[src/rtl/tcch_pkg.sv]
// Shared constants, types and helper functions of the tilt-compensated compass.
package tcch_pkg;

    // Sample field widths
    localparam int DW   = 16;
    localparam int MW   = DW + 1;
    localparam int PW   = 15;

    // CORDIC iteration count, capped at the table length
    localparam int CORDIC_STAGES = 16;
    localparam int ATAN_ENTRIES  = 24;
    localparam int NS = (CORDIC_STAGES > ATAN_ENTRIES) ? ATAN_ENTRIES : CORDIC_STAGES;

    // Datapath widths
    localparam int VW   = 56;           // vectoring x/y
    localparam int AW   = 26;           // angle, Q16 degrees
    localparam int RW   = 34;           // rotation x/y internal
    localparam int SCW  = 32;           // sin/cos Q30
    localparam int TW   = 2 * SCW - 30; // Q30 product after shift by 30
    localparam int HW   = 53;           // horizontal field
    localparam int SQW  = 48;           // square sum radicand
    localparam int RTW  = SQW / 2;      // root
    localparam int REMW = RTW + 3;      // root remainder

    // Pipeline bookkeeping
    localparam int CORDIC_LAT = NS + 2;
    localparam int ACC_DLY    = 2 + RTW;
    localparam int MAG_DLY    = ACC_DLY + 2 * CORDIC_LAT;
    localparam int ANG_DLY    = 2 * CORDIC_LAT + 3;
    localparam int PIPE_LEN   = 3 + RTW + 3 * CORDIC_LAT + 4;

    // Angle constants
    localparam logic signed [AW-1:0] DEG180 = AW'(180 * 65536);
    localparam logic signed [AW-1:0] DEG90  = AW'(90 * 65536);
    localparam logic signed [RW-1:0] KINV   = RW'(652032874);
    localparam logic signed [AW:0]   RND_HALF  = (AW+1)'(256);
    localparam logic signed [AW:0]   LIM_180   = (AW+1)'(23040);
    localparam logic signed [AW:0]   LIM_90    = (AW+1)'(11520);
    localparam logic signed [AW:0]   FULL_TURN = (AW+1)'(46080);

    // Configuration port
    localparam int AWID = 4;
    localparam int PDW  = 32;

    typedef enum logic [1:0] {
        REG_MAG_OFFSET_X = 2'd0,
        REG_MAG_OFFSET_Y = 2'd1,
        REG_MAG_OFFSET_Z = 2'd2
    } reg_idx_t;

    typedef struct packed {
        logic signed [DW-1:0] ax;
        logic signed [DW-1:0] ay;
        logic signed [DW-1:0] az;
    } accel_t;

    typedef struct packed {
        logic signed [MW-1:0] mx;
        logic signed [MW-1:0] my;
        logic signed [MW-1:0] mz;
    } mag_t;

    typedef struct packed {
        logic signed [AW-1:0] roll;
        logic signed [AW-1:0] pitch;
    } angle_t;

    // atan(2^-i) in Q16 degrees
    function automatic logic signed [AW-1:0] atan_q16(input int i);
        case (i)
            0:  atan_q16 = AW'(2949120);
            1:  atan_q16 = AW'(1740967);
            2:  atan_q16 = AW'(919879);
            3:  atan_q16 = AW'(466945);
            4:  atan_q16 = AW'(234379);
            5:  atan_q16 = AW'(117304);
            6:  atan_q16 = AW'(58666);
            7:  atan_q16 = AW'(29335);
            8:  atan_q16 = AW'(14668);
            9:  atan_q16 = AW'(7334);
            10: atan_q16 = AW'(3667);
            11: atan_q16 = AW'(1833);
            12: atan_q16 = AW'(917);
            13: atan_q16 = AW'(458);
            14: atan_q16 = AW'(229);
            15: atan_q16 = AW'(115);
            16: atan_q16 = AW'(57);
            17: atan_q16 = AW'(29);
            18: atan_q16 = AW'(14);
            19: atan_q16 = AW'(7);
            20: atan_q16 = AW'(4);
            21: atan_q16 = AW'(2);
            22: atan_q16 = AW'(1);
            default: atan_q16 = '0;
        endcase
    endfunction

    // Round Q16 degrees to 1/128 degree and clamp to +-lim
    function automatic logic signed [AW:0] to_out(input logic signed [AW-1:0] z,
                                                 input logic signed [AW:0] lim);
        logic signed [AW:0] s;
        logic signed [AW:0] r;
        s = (AW+1)'(z) + RND_HALF;
        r = s >>> 9;
        if (r > lim)
            r = lim;
        if (r < -lim)
            r = -lim;
        to_out = r;
    endfunction

endpackage

[src/rtl/tcch_cordic_rot.sv]
// Pipelined CORDIC rotation unit: sin and cos in Q30 of a Q16-degree angle.
module tcch_cordic_rot (
    input  logic                           clk,
    input  logic                           en,
    input  logic signed [tcch_pkg::AW-1:0]  a_in,
    output logic signed [tcch_pkg::SCW-1:0] s_out,
    output logic signed [tcch_pkg::SCW-1:0] c_out
);
    import tcch_pkg::*;

    logic signed [RW-1:0]  x_reg   [0:NS];
    logic signed [RW-1:0]  y_reg   [0:NS];
    logic signed [AW-1:0]  a_reg   [0:NS];
    logic                  neg_reg [0:NS];
    logic signed [SCW-1:0] s_reg;
    logic signed [SCW-1:0] c_reg;

    // Reduce to +-90 degrees, then rotate the prescaled unit vector
    always_ff @(posedge clk)
    begin
        if (en)
        begin
            x_reg[0] <= KINV;
            y_reg[0] <= '0;
            if (a_in > DEG90)
            begin
                a_reg[0]   <= a_in - DEG180;
                neg_reg[0] <= 1'b1;
            end
            else if (a_in < -DEG90)
            begin
                a_reg[0]   <= a_in + DEG180;
                neg_reg[0] <= 1'b1;
            end
            else
            begin
                a_reg[0]   <= a_in;
                neg_reg[0] <= 1'b0;
            end
            for (int i = 0; i < NS; i++)
            begin
                neg_reg[i+1] <= neg_reg[i];
                if (a_reg[i] >= 0)
                begin
                    x_reg[i+1] <= x_reg[i] - (y_reg[i] >>> i);
                    y_reg[i+1] <= y_reg[i] + (x_reg[i] >>> i);
                    a_reg[i+1] <= a_reg[i] - atan_q16(i);
                end
                else
                begin
                    x_reg[i+1] <= x_reg[i] + (y_reg[i] >>> i);
                    y_reg[i+1] <= y_reg[i] - (x_reg[i] >>> i);
                    a_reg[i+1] <= a_reg[i] + atan_q16(i);
                end
            end
            // Undo the half-turn fold
            s_reg <= SCW'(neg_reg[NS] ? -y_reg[NS] : y_reg[NS]);
            c_reg <= SCW'(neg_reg[NS] ? -x_reg[NS] : x_reg[NS]);
        end
    end

    assign s_out = s_reg;
    assign c_out = c_reg;

endmodule
[config.mk]
export PLATFORM = sky130hd
export DESIGN_NAME = tcch_cordic_rot
export DESIGN_NICKNAME = d
export VERILOG_FILES = /design/src/rtl/tcch_pkg.sv /design/src/rtl/tcch_cordic_rot.sv
export SDC_FILE = /design/constraint.sdc
export NUM_CORES = 2
export LEC_CHECK = 0
export BUFFER_PORTS_ARGS = -buffer_cell sky130_fd_sc_hd__buf_4
export CORE_MARGIN = 8
export CORE_UTILIZATION = 60
export DETAILED_ROUTE_END_ITERATION = 10
export GPL_TIMING_DRIVEN = 0
export PLACE_DENSITY = 0.79
export SYNTH_ARGS = -nofsm -noshare
export SYNTH_HDL_FRONTEND = slang
export SYNTH_SLANG_ARGS = --single-unit
export TNS_END_PERCENT = 30
[constraint.sdc]
create_clock -name clk -period 6.3 [get_ports clk]
set_input_delay 0 -clock clk [delete_from_list [all_inputs] [get_ports clk]]
set_output_delay 0 -clock clk [all_outputs]
set_load 0.01 [all_outputs]
==> results.py <==
metrics = {
    "outcome": {
        "outcome": "finished clean",
    },
    "detailed_routing": {
        "routed_via_density": 6.23,
        "wl_um": 320000,
        "first_pass_iters": 6,
        "vias": 95700,
        "wl_per_cell_um": 20.8,
        "detail-route-antenna-nets": 0,
        "drt_iter0_markers": 8552,
        "drc": 0,
    },
    "critical_path": {
        "r2r_slack_ns": 0.42,
        "cp-start-kind": "primary input",
        "end_kind": "register",
        "required_ns": 6.89,
        "critPathLaunch": "en",
        "r2r_start": "a_reg[8][25]$_DFFE_PP_",
        "cp_max_fo": 15,
        "r2r_cells": 17,
        "crit_path_end": "y_reg[10][33]$_DFFE_PP_",
        "critPathKind": "in2reg",
        "cp.arrival_ns": 6.65,
        "r2r-end": "x_reg[9][33]$_DFFE_PP_",
    },
    "global_route": {
        "grt_max_degree": 81,
        "grt_antenna_before_repair": 7,
        "grt_overflow": 0,
        "grt_pass1_wl_um": 499000,
        "grtUsageTotal": 0.290,
        "grt_pass1_vias": 91800,
    },
    "timing": {
        "finalMaxSlewViolations": 0,
        "finalCritPeriodShare": 0.962,
        "fmax_mhz": 165,
        "fin_skew_ns": 0.0338,
        "period_minus_slack_ns": 6.06,
        "rsz0062_at_grt": "true",
        "tightestPinTransition_ns": 1.42,
        "hold_viol": 0,
        "setup_viol": 0,
        "relSlewSlack": 0.0550,
    },
    "final_layout": {
        "fill_cells": 15800,
        "final_cells": 15400,
        "nNetsFinal": 14000,
        "multiInputGateArea_mm2": 0.0725,
        "mostFrequentLayoutCells": "edfxtp_1 (1463), ha_1 (1295), xnor2_1 (1229)",
        "largest_reg_flops": 509,
        "regArea_mm2": 0.0439,
        "drive_gt1_frac": 0.0435,
        "syn_to_final_growth_pct": 8.86,
        "layout_commonest_cell": "edfxtp_1",
    },
    "clock_tree": {
        "clock_path_buffers": 3,
        "clock-sinks": 1463,
        "cts_max_level": 4,
        "cts_setup_buffers": 0,
        "root_buffer": "clkbuf_16",
        "clk_latency_ns": 0.83,
        "cts_tree": "built",
        "clkTransAtPathRegs_ns": 0.06,
        "cts_buffers": 164,
    },
    "die": {
        "die-height_um": 462,
        "initial_core_util": 0.604,
        "die_area_mm2": 0.213,
        "io_pins": 92,
        "dieWidth_um": 462,
        "core_mm2": 0.197,
        "rows": 163,
    },
    "synthesis": {
        "synth-seq-cells": 1463,
        "synth_ff_type": "edfxtp_1",
        "synthArstFlopShare": 0,
        "synth-seq-area-share": 0.369,
        "syn_inst": 12300,
        "ys_types": 94,
        "synth-edff-count": 1463,
        "ys_warn_count": 0,
        "syn_nets": 13600,
        "syn-cell-area_mm2": 0.119,
        "avgSynthCellArea_um2": 9.71,
    },
    "placement": {
        "placedCellCount": 15000,
        "gp_congestion": 0.976,
        "hpwl_um": 254000,
        "portBuffers": 91,
    },
    "flow_run": {
        "maxCapViolations": 0,
    },
    "worst_hold_path": {
        "hold_class": "in2reg",
    },
}
per-layer routing:
metal	routed length, µm	track usage	up-vias
met5	0	0	-
met4	17000	0.136	0
met3	20000	0.0364	737
met2	150000	0.492	3290
met1	133000	0.369	45500
li1	-	-	46200
cell families after synthesis:
logic type,after synthesis,synth area share
AO/OA/AOI/OAI,3622,0.194
AND/OR/NAND/NOR,3196,0.130
XOR/XNOR,1809,0.133
flip-flops,1463,0.369
adder cells (fa/ha/maj),1340,0.143
buffers and inverters,758,0.0239
multiplexers,82,0.00724
what timing repair did:
| action | CTS | global route |
|---|---|---|
| pin swaps | 0 | 0 |
| hold buffers | 55 | 0 |
| gates resized for setup | 17 | 22 |
| endpoints found under the hold margin | 107 | 0 |
| endpoints found under the setup margin | 255 | 28 |
worst max-delay path: stages:
cell	delay, ns
dlygate4sd3_1	0.57
buf_8	0.24
clkbuf_2	0.46
nand2_2	0.39
inv_1	0.16
clkbuf_1	0.48
buf_2	0.56
nor2_1	0.11
xnor2_1	0.31
ha_1	0.33
o21a_1	0.14
o21ai_0	0.26
a21oi_1	0.19
o41ai_2	0.48
o21ai_0	0.44
a2111oi_1	0.63
o21ai_0	0.17
o21ai_0	0.15
o21ai_0	0.15
xnor2_1	0.36
cells in the mapped netlist, types with 18 or more instances:
cell type  number  area [µm²]
edfxtp_1     1463       43900
ha_1         1295       16200
xnor2_1      1229       10800
a21oi_1      1181        5910
nor2_1        994        3730
nand2_1       678        2540
o21ai_0       674        3370
xor2_1        580        5080
inv_1         560        2100
a21o_1        546        4100
nor3_1        301        1510
nand2b_1      222        1390
nand3_1       193         966
o21a_1        180        1350
nor2b_1       159         995
clkbuf_1      158         593
o31ai_1       158        1190
o21bai_1      144        1080
and3_1        108         676
or3_1         104         651
a31oi_1       102         638
a211oi_1      101         758
nand4_1        78         488
nor4_1         76         475
and2_1         67         419
o41ai_1        60         526
a21boi_0       57         428
o211ai_1       57         428
or2_2          49         307
mux2i_1        48         480
fa_1           45         901
or4_1          44         330
o31a_1         36         315
a211o_1        35         307
mux2_2         34         383
buf_1          33         124
nor3b_1        32         240
nand3b_1       30         225
a2111oi_0      29         254
and4_1         27         236
a311oi_1       22         193
a31o_2         21         184
o2111ai_1      21         184
a221o_1        18         180
a41oi_1        18         158
final cells by class:
type                    count  share of cell area
inverters                 566              0.0164
clock inverters           109             0.00898
plain buffers             190             0.00622
flip-flops and latches   1463               0.339
well taps                2640              0.0255
diodes                      4           0.0000771
clock buffers             192              0.0331
repair buffers            162              0.0127
multi-input cells       10000               0.559
through the flow:
stage	setup slack, ns	hold slack (ns)	instance area [µm²]	util	setup TNS [ns]
2_1_floorplan	1.32	0.0989	119000	-	0
3_3_place_gp	-2.77	0.188	123000	0.624	-1504.11
3_5_place_dp	-2.95	0.190	124000	0.626	-537.93
4_1_cts	0.0186	0.0168	130000	0.657	0
5_1_grt	-0.0710	0.0663	130000	0.657	-0.0728
6_report	0.237	0.0835	130000	0.657	0
worst min-delay path by stage:
stage	start	depth (start not counted)	end	slack, ns
5_1_grt	a_in[18]	3	a_reg[0][18]$_DFFE_PP_	0.07
4_1_cts	a_in[18]	3	a_reg[0][18]$_DFFE_PP_	0.02
2_1_floorplan	a_in[0]	0	a_reg[0][0]$_DFFE_PP_	0.1
3_5_place_dp	a_in[11]	1	a_reg[0][11]$_DFFE_PP_	0.19
6_report	a_in[18]	3	a_reg[0][18]$_DFFE_PP_	0.08
3_3_place_gp	a_in[2]	1	a_reg[0][2]$_DFFE_PP_	0.19
Power is not shown: default switching activity piles up to over one toggle a cycle in this logic, so the estimate is an artifact.
